### src/sv/lvps_pkg.sv
package lvps_pkg;

    // default string length limit and stack depth
    localparam int MAX_LEN_DEF = 1024;

    // request and result field widths
    localparam int CH_W      = 8;
    localparam int LONGEST_W = 11;
    localparam int OUT_TDATA_W = 16;

    // the one character that opens a bracket
    localparam logic [CH_W-1:0] OPEN_CHAR = 8'h28;

    // operation applied to the whole row of stack cells in the same cycle
    typedef struct packed {
        logic push;
        logic pop;
    } t_stack_op;

endpackage

### src/sv/lvps_cell.sv
module lvps_cell
    import lvps_pkg::*;
#(
    parameter int ENT_W = 12
) (
    input  logic             i_clk,
    input  t_stack_op        i_op,
    input  logic [ENT_W-1:0] i_from_up,
    input  logic [ENT_W-1:0] i_from_down,
    output logic [ENT_W-1:0] o_ent
);

    logic [ENT_W-1:0] r_ent;

    // push takes the entry above, pop takes the entry below
    always_ff @(posedge i_clk) begin
        if (i_op.push) begin
            r_ent <= i_from_up;
        end else if (i_op.pop) begin
            r_ent <= i_from_down;
        end
    end

    assign o_ent = r_ent;

endmodule

### config.mk
export PLATFORM = sky130hd
export DESIGN_NAME = lvps_cell
export DESIGN_NICKNAME = d
export VERILOG_FILES = /design/src/sv/lvps_pkg.sv /design/src/sv/lvps_cell.sv
export SDC_FILE = /design/constraint.sdc
export NUM_CORES = 1
export LEC_CHECK = 0
export ABC_AREA = 1
export BUFFER_PORTS_ARGS = -buffer_cell sky130_fd_sc_hd__buf_2
export CAP_MARGIN = 0
export CORE_MARGIN = 5
export CORE_UTILIZATION = 34
export CTS_CLUSTER_SIZE = 10
export DETAILED_ROUTE_END_ITERATION = 16
export PLACE_DENSITY_LB_ADDON = 0.12
export SLEW_MARGIN = 20
export SYNTH_ARGS = -nofsm -noshare
export SYNTH_HDL_FRONTEND = slang
export SYNTH_SLANG_ARGS = --single-unit
### constraint.sdc
create_clock -name i_clk -period 0.8 [get_ports i_clk]
set_input_delay 0.08 -clock i_clk [delete_from_list [all_inputs] [get_ports i_clk]]
set_output_delay 0.08 -clock i_clk [all_outputs]
set_load 0.02 [all_outputs]
==> impl_metrics.py <==
metrics = {
    "routing": {
        "detail-route-antenna-nets": 0,
        "first_iter_violations": 8,
        "via_count": 472,
        "vias_per_cell": 4.33,
        "dr.pass1.iters": 4,
        "routed_wl_um": 1240,
        "drc": 0,
        "wire_per_inst_um": 11.4,
    },
    "timing": {
        "setup_ws_ns": -0.0928,
        "rsz0062_at_grt": "true",
        "setup_tns_ns": -0.814,
        "finalCritPeriodShare_pct": 112,
        "hold_violations": 0,
        "fin_crit_ns": 0.893,
        "max_freq_ghz": 1.12,
        "worst_pin_slew_ns": 0.279,
        "setup_viol": 12,
        "relSlewSlack_pct": 81.4,
        "slew_violations": 0,
    },
    "clock_network": {
        "h-tree-depth": 1,
        "cts_buffer_depth": 2,
        "ctsHoldBuffers": 0,
        "clkTransAtPathRegs_ns": 0.07,
        "cts_made_buffers": 3,
        "cts_setup_buffers": 0,
        "cts.sinks": 12,
        "cts-root-buf": "clkbuf_4",
        "cts_tree": "built",
    },
    "placement": {
        "routabilityCongestion": 0.687,
        "portBuffers": 38,
        "hpwlAfterDp_um": 946,
        "place_area_um2": 723,
        "place_inst": 105,
    },
    "logic_synthesis": {
        "yosysTopAreaCellShare_pct": 68.7,
        "yosysSeqAreaShare_pct": 68.7,
        "yosysTopAreaCell": "edfxtp_1",
        "yosysUniqueCellTypes": 6,
        "synth_warnings": 0,
        "syn_avg_cell_area_um2": 10.1,
        "netlist_instances": 52,
        "synthTopCellsByArea": "edfxtp_1 69%, nand2_1 26%, buf_6 2.1%",
        "ys_ff_latch": 12,
        "syn-num-nets": 79,
        "syn_area_um2": 524,
    },
    "worst_setup_path": {
        "slowest_delay_ns": 0.38,
        "crit_chain": "buf_2",
        "cp.arrival_ns": 0.81,
        "start_kind": "flop",
        "end_kind": "output pin",
        "critPathTopFamily": "flip-flops",
        "critPathBufInv": 1,
        "critical_path_required_ns": 0.72,
        "crit_type": "reg -> out",
        "slowest_stage": "edfxtp_1",
        "crit_fanout": 1,
    },
    "status": {
        "status": "finished with violations",
        "violations": "setup timing",
    },
    "floorplan": {
        "die_area_mm2": 0.00243,
        "core_mm2": 0.00149,
        "rows": 14,
        "initial_core_util_pct": 35.2,
        "die_w_um": 49.3,
        "die_y_um": 49.3,
        "io_pins": 39,
    },
    "final_layout": {
        "final_core_util_pct": 52.4,
        "fin_cells": 109,
        "layout.nets": 121,
        "fill_cells": 148,
        "layout_commonest_cell": "nand2_1",
        "largest_reg_flops": 12,
        "stdcell_area_um2": 781,
        "drive_gt1_share_pct": 47.3,
        "final_cell_mix": "36 x nand2_1, 33 x buf_2, 12 x edfxtp_1",
        "diodes": 0,
        "area_delta_synth_final_pct": 48.9,
    },
    "global_route": {
        "grtUsageTotal_pct": 10.8,
        "grt_pass1_wl_um": 1960,
        "grt_pass1_vias": 450,
        "grt_start_max_net_pins": 14,
        "grt_antenna_before_repair": 0,
        "gr-total-overflow": 0,
    },
    "pwr": {
        "pwr_density_cell_mw_per_mm2": 1910,
        "ir_worst_vdd_v": 0.000779,
        "fin_total_pwr_mw": 1.49,
        "leakage_nw": 0.417,
    },
    "job": {
        "cap_violations": 0,
    },
    "min_path": {
        "hold_path.class": "in -> reg",
    },
}
## tightest hold or removal path, delay by kind of cell
kind                   cells  cell delay (ns)
and+or+nand+nor            2             0.09
buffers and inverters      1             0.07
## through the flow
step | hold slack (ns) | worst slack (ns)
4_1_cts | 0.0723 | -0.114
3_5_place_dp | 0.351 | -0.105
5_1_grt | 0.0838 | -0.130
2_1_floorplan | 0.259 | 0.0522
3_3_place_gp | 0.347 | -0.0897
6_report | 0.0804 | -0.0928
## metal layers
| metal | track usage [%] | vias up | wire [um] |
|---|---|---|---|
| met2 | 17.0 | 21 | 667 |
| met5 | 0 | - | 0 |
| li1 | - | 247 | - |
| met1 | 12.3 | 202 | 452 |
| met4 | 9.42 | 0 | 28 |
| met3 | 1.83 | 2 | 89 |
## cell type report
class | count | area [um2] | share of cell area [%]
Sequential cell | 12 | 360 | 46.2
Timing Repair Buffer | 39 | 229 | 29.3
Multi-Input combinational cell | 37 | 141 | 18.1
Clock buffer | 3 | 22.5 | 2.88
Clock inverter | 1 | 3.75 | 0.481
Tap cell | 16 | 20.0 | 2.56
Inverter | 1 | 3.75 | 0.481
## kinds of logic after synthesis
family                 after synthesis  share of synthesized area (%)
and+or+nand+nor                     37                           27.0
buffers and inverters                3                           4.30
DFF                                 12                           68.7
## path summary, 6_finish.rpt
| path | startpoint | slack, ns | to | cells after the start |
|---|---|---|---|---|
| max | o_ent[7] | -0.09 | o_ent[7] | 1 |
| min | i_from_down[4] | 0.08 | o_ent[4] | 3 |
## cell usage after synthesis
master / count
buf_4: 1
nand2_1: 36
edfxtp_1: 12
or2_2: 1
inv_2: 1
buf_6: 1
## what timing repair did
item / 4_1_cts / 5_1_grt
resized for setup: 0 / 10
endpoints found under the hold margin: 0 / 0
cloned: 0 / 0
setup endpoints to repair: 12 / 12
## where the power goes
| part | leakage, nW | switching, mW | internal (mW) | total (mW) |
|---|---|---|---|---|
| sequential | 0.124 | 0.0215 | 0.772 | 0.793 |
| combinational | 0.278 | 0.181 | 0.147 | 0.327 |
| clock | 0.0154 | 0.188 | 0.180 | 0.368 |
Note: power is estimated with default switching activity, not from simulation.
