--- src/sv/lvps_pkg.sv ---
package lvps_pkg;

    // default string length limit and stack depth
    localparam int MAX_LEN_DEF = 1024;

    // request and result field widths
    localparam int CH_W      = 8;
    localparam int LONGEST_W = 11;
    localparam int OUT_TDATA_W = 16;

    // the one character that opens a bracket
    localparam logic [CH_W-1:0] OPEN_CHAR = 8'h28;

    // operation applied to the whole row of stack cells in the same cycle
    typedef struct packed {
        logic push;
        logic pop;
    } t_stack_op;

endpackage

--- src/sv/lvps_skid.sv ---
module lvps_skid
    import lvps_pkg::*;
#(
    parameter int W = 12
) (
    input  logic         i_clk,
    input  logic         i_rst_n,
    input  logic         i_valid,
    output logic         o_ready,
    input  logic [W-1:0] i_data,
    output logic         o_valid,
    input  logic         i_ready,
    output logic [W-1:0] o_data
);

    logic         r_out_v;
    logic [W-1:0] r_out_d;
    logic         r_skid_v;
    logic [W-1:0] r_skid_d;
    logic         out_free;

    assign o_ready  = !r_skid_v;
    assign out_free = !r_out_v || i_ready;

    // control: output slot and spare slot
    always_ff @(posedge i_clk) begin
        if (!i_rst_n) begin
            r_out_v  <= 1'b0;
            r_skid_v <= 1'b0;
        end else if (out_free) begin
            r_out_v  <= r_skid_v || i_valid;
            r_skid_v <= 1'b0;
        end else if (i_valid && !r_skid_v) begin
            r_skid_v <= 1'b1;
        end
    end

    // payload
    always_ff @(posedge i_clk) begin
        if (out_free) begin
            r_out_d <= r_skid_v ? r_skid_d : i_data;
        end else if (i_valid && !r_skid_v) begin
            r_skid_d <= i_data;
        end
    end

    assign o_valid = r_out_v;
    assign o_data  = r_out_d;

endmodule

--- config.mk ---
export PLATFORM = sky130hd
export DESIGN_NAME = lvps_skid
export DESIGN_NICKNAME = d
export VERILOG_FILES = /design/src/sv/lvps_pkg.sv /design/src/sv/lvps_skid.sv
export SDC_FILE = /design/constraint.sdc
export NUM_CORES = 1
export LEC_CHECK = 0
export ABC_AREA = 1
export BUFFER_PORTS_ARGS = -buffer_cell sky130_fd_sc_hd__buf_2
export CORE_UTILIZATION = 30
export DETAILED_ROUTE_END_ITERATION = 10
export SLEW_MARGIN = 20
export SYNTH_ARGS = -nofsm -noshare
export SYNTH_HDL_FRONTEND = slang
export SYNTH_SLANG_ARGS = --single-unit
export TNS_END_PERCENT = 1
--- constraint.sdc ---
create_clock -name i_clk -period 2.4 [get_ports i_clk]
set_clock_uncertainty 0.2 [all_clocks]
set_input_delay 0 -clock i_clk [delete_from_list [all_inputs] [get_ports i_clk]]
set_output_delay 0 -clock i_clk [all_outputs]
set_load 0.01 [all_outputs]
==> flow_summary.ini, run 1 <==
[run_status]
status = finished, final reports clean

[clock_tree]
clk_pin_slew_ps = 130
cts_max_level = 1
clk_latency_ps = 310
clockBufferDepth = 2
postCtsSetupBuffers = 0
clock-sinks = 26
cts_buffers = 3
cts_tree = done
ctsRootBufferMaster = clkbuf_4

[synthesis]
synth-edff-count = 24
syn_area_per_cell_um2 = 12.90
yosysMostFrequentCell = nand2_1
ys_top_cells_by_area = edfxtp_1 75%, nand2_1 15%, dfxtp_1 4.2%, buf_6 1.2%, nor2_1 1.2%
syn-cell-area_um2 = 954.7
synth_cell_type_count = 10
synth_seq_cells = 26
yosysSeqAreaShare_pct = 79.69
synthFlopType = edfxtp_1
synth_fp_nets = 90
synth-async-reset-ratio_pct = 0
ys_warn_count = 0
yosys.area.top_type_share_pct = 75.49
yosys.area.top_type = edfxtp_1
synth_cells = 74
netlist_top_cells_count = 39 x nand2_1, 24 x edfxtp_1, 3 x nor2_1

[critical_path]
critPathMaxStageDelay_ps = 640
crit_family = buffers and inverters
crit_buf_inv = 2
r2r_cells = 4
path_common_cell = dlygate4sd3_1
rr_startpoint = r_skid_v
worstPathArrival_ps = 2280
r2r_end = o_valid
crit_path_start_kind = register
critPathRequiredTime_ps = 2470
cp_slowest_cell = dfxtp_1
critical_path.max_fanout = 15
endpoint_kind = register
reg2reg_slack_ps = 180
critical_path_class = reg2reg
crit_chain = o21ai_0 > dlygate4sd3_1 > nand2_1 > dlygate4sd3_1

[route]
drt-total-wl_um = 1750
drt-vias-per-instance = 3.994
wl_per_cell_um = 10.42
dr.pass1.iters = 4
ant_nets = 0
vias = 671
drt_iter0_drc = 10
remaining_drc_errors = 0

[sta]
fmax_ghz = 0.4510
worst-slew-pin-transition_ps = 484.4
min_period_ps = 2217
tns_ps = 0
hold_viol_final = 0
setup_violations = 0
slew_headroom_pct = 67.66
post-route-period-util_pct = 92.39
drv_slew = 0
rsz0062_at_grt = false

[placed_design]
dp_cells = 147
postPlaceCellArea_mm2 = 0.001151
routabilityCongestion = 0.6901
io_buffers = 29
place_hpwl_um = 1166

[layout]
fill_cells = 284
instances_no_fill = 168
layout.nets = 141
fin_area_mm2 = 0.001348
final_util_pct = 44.50
diodes = 0
drive_above_1_share_pct = 28.23
area_delta_synth_final_pct = 41.15

[global_route]
grt_pass1_vias = 633
grt_usage_pct = 11.50
grt_start_max_net_pins = 16
grt.overflow.total = 0
antenna_found_initial = 0
grt_pass1_wl_um = 2794

[pwr]
ir_worst_vdd_uv = 202.5
p_leak_nw = 0.5879
power.density_mw_per_mm2 = 594.1

[floorplanning]
start_util_pct = 31.53
die_x_um = 58.41
rows = 20
core-area_mm2 = 0.003028
ioPinCount = 30
dieHeight_um = 58.41
die_area_mm2 = 0.003412

[min_path]
min_from = i_ready
hold_end = o_data[9]
hold_depth = 4
hp-class = in2reg

[flow_run]
cap_viol_max_count = 0
-- per-stage QoR --
step	hold WS (ps)	worst slack [ps]	total power (W)
finish	4.204	182.7	0.0008006
global route	31.03	53.22	0.0008452
CTS	4.722	170.7	0.0008103
detailed placement	1.132	584.9	0.0006118
global placement	1.124	673.2	0.0006102
floorplan	-101.1	537.1	0.0005723
-- flip-flops by register name, summed over array words and instances (netlist names) --
name	cells
o_data	12
r_skid_d	12
o_valid	1
r_skid_v	1
-- worst min-delay path, stage by stage --
cell,delay [ps]
buf_2,70
inv_1,40
nand2_1,50
buf_4,210
-- cell type report --
class / instances / area [µm²] / area share [%]
Clock buffer: 3 / 22.52 / 1.671
Clock inverter: 1 / 3.754 / 0.2786
Inverter: 2 / 7.507 / 0.5571
Multi-Input combinational cell: 44 / 167.7 / 12.44
Sequential cell: 26 / 760.7 / 56.45
Tap cell: 44 / 55.05 / 4.085
Timing Repair Buffer: 48 / 330.3 / 24.51
-- logic make-up after synthesis --
family,after synthesis,share of synthesized area (%)
DFF,26,79.69
AOI/OAI and AO/OA,1,0.5237
and+or+nand+nor,43,17.04
buffers and inverters,4,2.752
-- worst max-delay path by stage --
stage                     startpoint          end  cells after the start
final                       r_skid_v      o_valid                      4
after detailed placement    r_skid_v  r_skid_d[6]                      4
after global placement      r_skid_v  r_skid_d[7]                      4
after CTS                   r_skid_v      o_valid                      4
after floorplan              o_valid  r_skid_d[0]                      2
after global routing        r_skid_v      o_valid                      4
-- layout by cell type, fill, tap and decap left out --
master / netlist / final
nand2_1: 39 / 39
buf_2: 0 / 29
clkbuf_4: 0 / 3
clkinv_1: 0 / 1
o21ai_0: 1 / 1
inv_1: 1 / 1
inv_2: 1 / 1
dfxtp_1: 2 / 2
dlygate4sd3_1: 0 / 17
nor2_1: 3 / 3
buf_4: 1 / 2
edfxtp_1: 24 / 24
nand3_1: 1 / 1
-- metal layers --
layer  track usage, %  vias up  wire length, µm  share of wire, %
met1            14.12      298              804                46
met2            18.06       27              809                46
met4            6.122        0               13              0.74
li1                 -      344                -                 -
met5                0        -                0                 0
met3            3.736        2              122               7.0
-- power by group --
group          switching (W)  internal (W)  total [W]
Combinational      0.0000440     0.0000477  0.0000916
Clock               0.000119     0.0000607   0.000179
Sequential        0.00000721      0.000522   0.000530
-- timing repair --
action	CTS	global route
hold buffers	17	0
resized for setup	0	0
endpoints found under the hold margin	29	0
endpoints found under the setup margin	0	0
(Power assumes the default switching activity.)
==> run 2, diff against run 1 <==
- CTS_BUF_LIST: default -> sky130_fd_sc_hd__clkbuf_16
- SLEW_MARGIN: 20 -> default
==> run 2 against run 1 <==
  * Utilization increased by 1.7 points
  * Fmax fell by 0.43%
  * Final cell count is the same
  * Worst hold slack gained 62 ps
  * Non-clock buffer count did not move
  * Register-to-register slack about the same
  * Total power is 23% higher
  * First-iteration DRC count rose by 10%
  * Clock power is 100% higher
  * Worst setup slack lost 9.6 ps
  * Highest routed layer unchanged
  * Sequential power about the same
  * Sequential cell count stayed put
==> flow_summary.ini, run 2 (synthesis results as in run 1) <==
[placed_design]
postPlaceCellArea_mm2 = 0.001151
routabilityCongestion = 0.6901
place_hpwl_um = 1166
io_buffers = 29

[layout]
fin_area_mm2 = 0.001400
layout_commonest_cell = nand2_1
area_delta_synth_final_pct = 46.66
drive_above_1_share_pct = 28.23
fill_cells = 276
most-common-layout-cells = 39 x nand2_1, 29 x buf_2, 24 x edfxtp_1, 17 x dlygate4sd3_1
diodes = 0
layout.nets = 141

[clock_tree]
clk_latency_ps = 260
clk_pin_slew_ps = 60
cts_buffers = 3
clock-sinks = 26
cts_tree = done
ctsRootBufferMaster = clkbuf_16
clockBufferDepth = 2
cts_resized = 0
cts_max_level = 1

[route]
ant_nets = 0
drt-vias-per-instance = 4.000
remaining_drc_errors = 0
dr.pass1.iters = 5
vias = 672
drt-total-wl_um = 1831
drt_iter0_drc = 11
wl_per_cell_um = 10.90

[global_route]
grt_usage_pct = 12.11
antenna_found_initial = 0
grt_pass1_wl_um = 2856
grt.overflow.total = 0
grt_pass1_vias = 636
grt_start_max_net_pins = 16

[critical_path]
crit_path_start_kind = register
crit_chain = o21ai_0 > dlygate4sd3_1 > nand2_1 > dlygate4sd3_1
path_common_cell = dlygate4sd3_1
r2r_cells = 4
endpoint_kind = register
cp_slowest_cell = dfxtp_1
critical_path.max_fanout = 15
critical_path_class = reg2reg
worstPathArrival_ps = 2230
critPathMaxStageDelay_ps = 640
critPathRequiredTime_ps = 2410

[sta]
worst-slew-pin-transition_ps = 507.5
hold_viol_final = 0
setup_violations = 0
post-route-period-util_pct = 92.79
tns_ps = 0
fmax_ghz = 0.4491
rsz0062_at_grt = false
drv_slew = 0
slew_headroom_pct = 66.12
min_period_ps = 2227

[floorplanning]
rows = 20
die_area_mm2 = 0.003412
ioPinCount = 30
die_x_um = 58.41
start_util_pct = 31.53
dieHeight_um = 58.41
core-area_mm2 = 0.003028

[min_path]
hold_depth = 4
hp-class = in2reg

[pwr]
ir_worst_vdd_uv = 240.8
p_total_w = 0.0009877
power.density_mw_per_mm2 = 705.5
p_leak_nw = 0.6111

[flow_run]
cap_viol_max_count = 0

[run_status]
status = finished, final reports clean
-- run 2: cell count changes in the layout (fill, tap and decap cells not counted) --
cell | before | now
clkbuf_16 | 0 | 3
clkbuf_4 | 3 | 0
-- run 2: worst paths after layout --
check | end | slack (ps) | start
max reg2reg | o_valid | 170 | r_skid_v
min reg2reg | o_data[1] | 320 | r_skid_d[1]
min | o_data[10] | 70 | i_ready
max | o_valid | 170 | r_skid_v
-- run 2: repair_timing --
action,4_1_cts,5_1_grt
buffers inserted,0,0
endpoints found under the hold margin,29,0
hold buffers,17,0
-- run 2: final cells by class --
cell class              instances  area, µm²  share of cell area, %
clock buffers                   3      75.07                  5.362
clock inverters                 1      3.754                 0.2681
inverters                       2      7.507                 0.5362
multi-input cells              44      167.7                  11.98
flip-flops and latches         26      760.7                  54.33
well taps                      44      55.05                  3.932
repair buffers                 48      330.3                  23.59
-- run 2: report_power, final --
| group | internal [W] | total (W) | leakage (nW) | switching [W] |
|---|---|---|---|---|
| Clock | 0.000223 | 0.000365 | 0.0385 | 0.000142 |
| Combinational | 0.0000477 | 0.0000921 | 0.322 | 0.0000444 |
| Sequential | 0.000523 | 0.000531 | 0.250 | 0.00000746 |
| Total | 0.000794 | 0.000988 | 0.611 | 0.000194 |
-- run 2: layer usage --
layer  track usage (%)  routed length [µm]  up-vias
met5                 0                   0        -
met4             9.184                  56        0
met3             3.736                 109        5
met2             18.72                 823       26
met1             14.12                 841      296
li1                  -                   -      345
-- run 2: worst max-delay path: cells and delay by family (launching register included) --
kind | cells | cell delay (ps)
buf+inv | 2 | 1120
flops | 1 | 640
compound gates | 1 | 160
simple gates | 1 | 60
-- run 2: metrics by stage --
stage | setup WS, ps | cells | utilization, % | hold WS (ps)
after floorplan | 537.1 | 74 | - | -101.1
after global placement | 673.2 | 147 | 38.02 | 1.124
after detailed placement | 584.9 | 147 | 38.02 | 1.132
after CTS | 182.8 | 168 | 46.24 | 74.16
after global routing | 62.90 | 168 | 46.24 | 120.6
final | 173.1 | 168 | 46.24 | 66.66
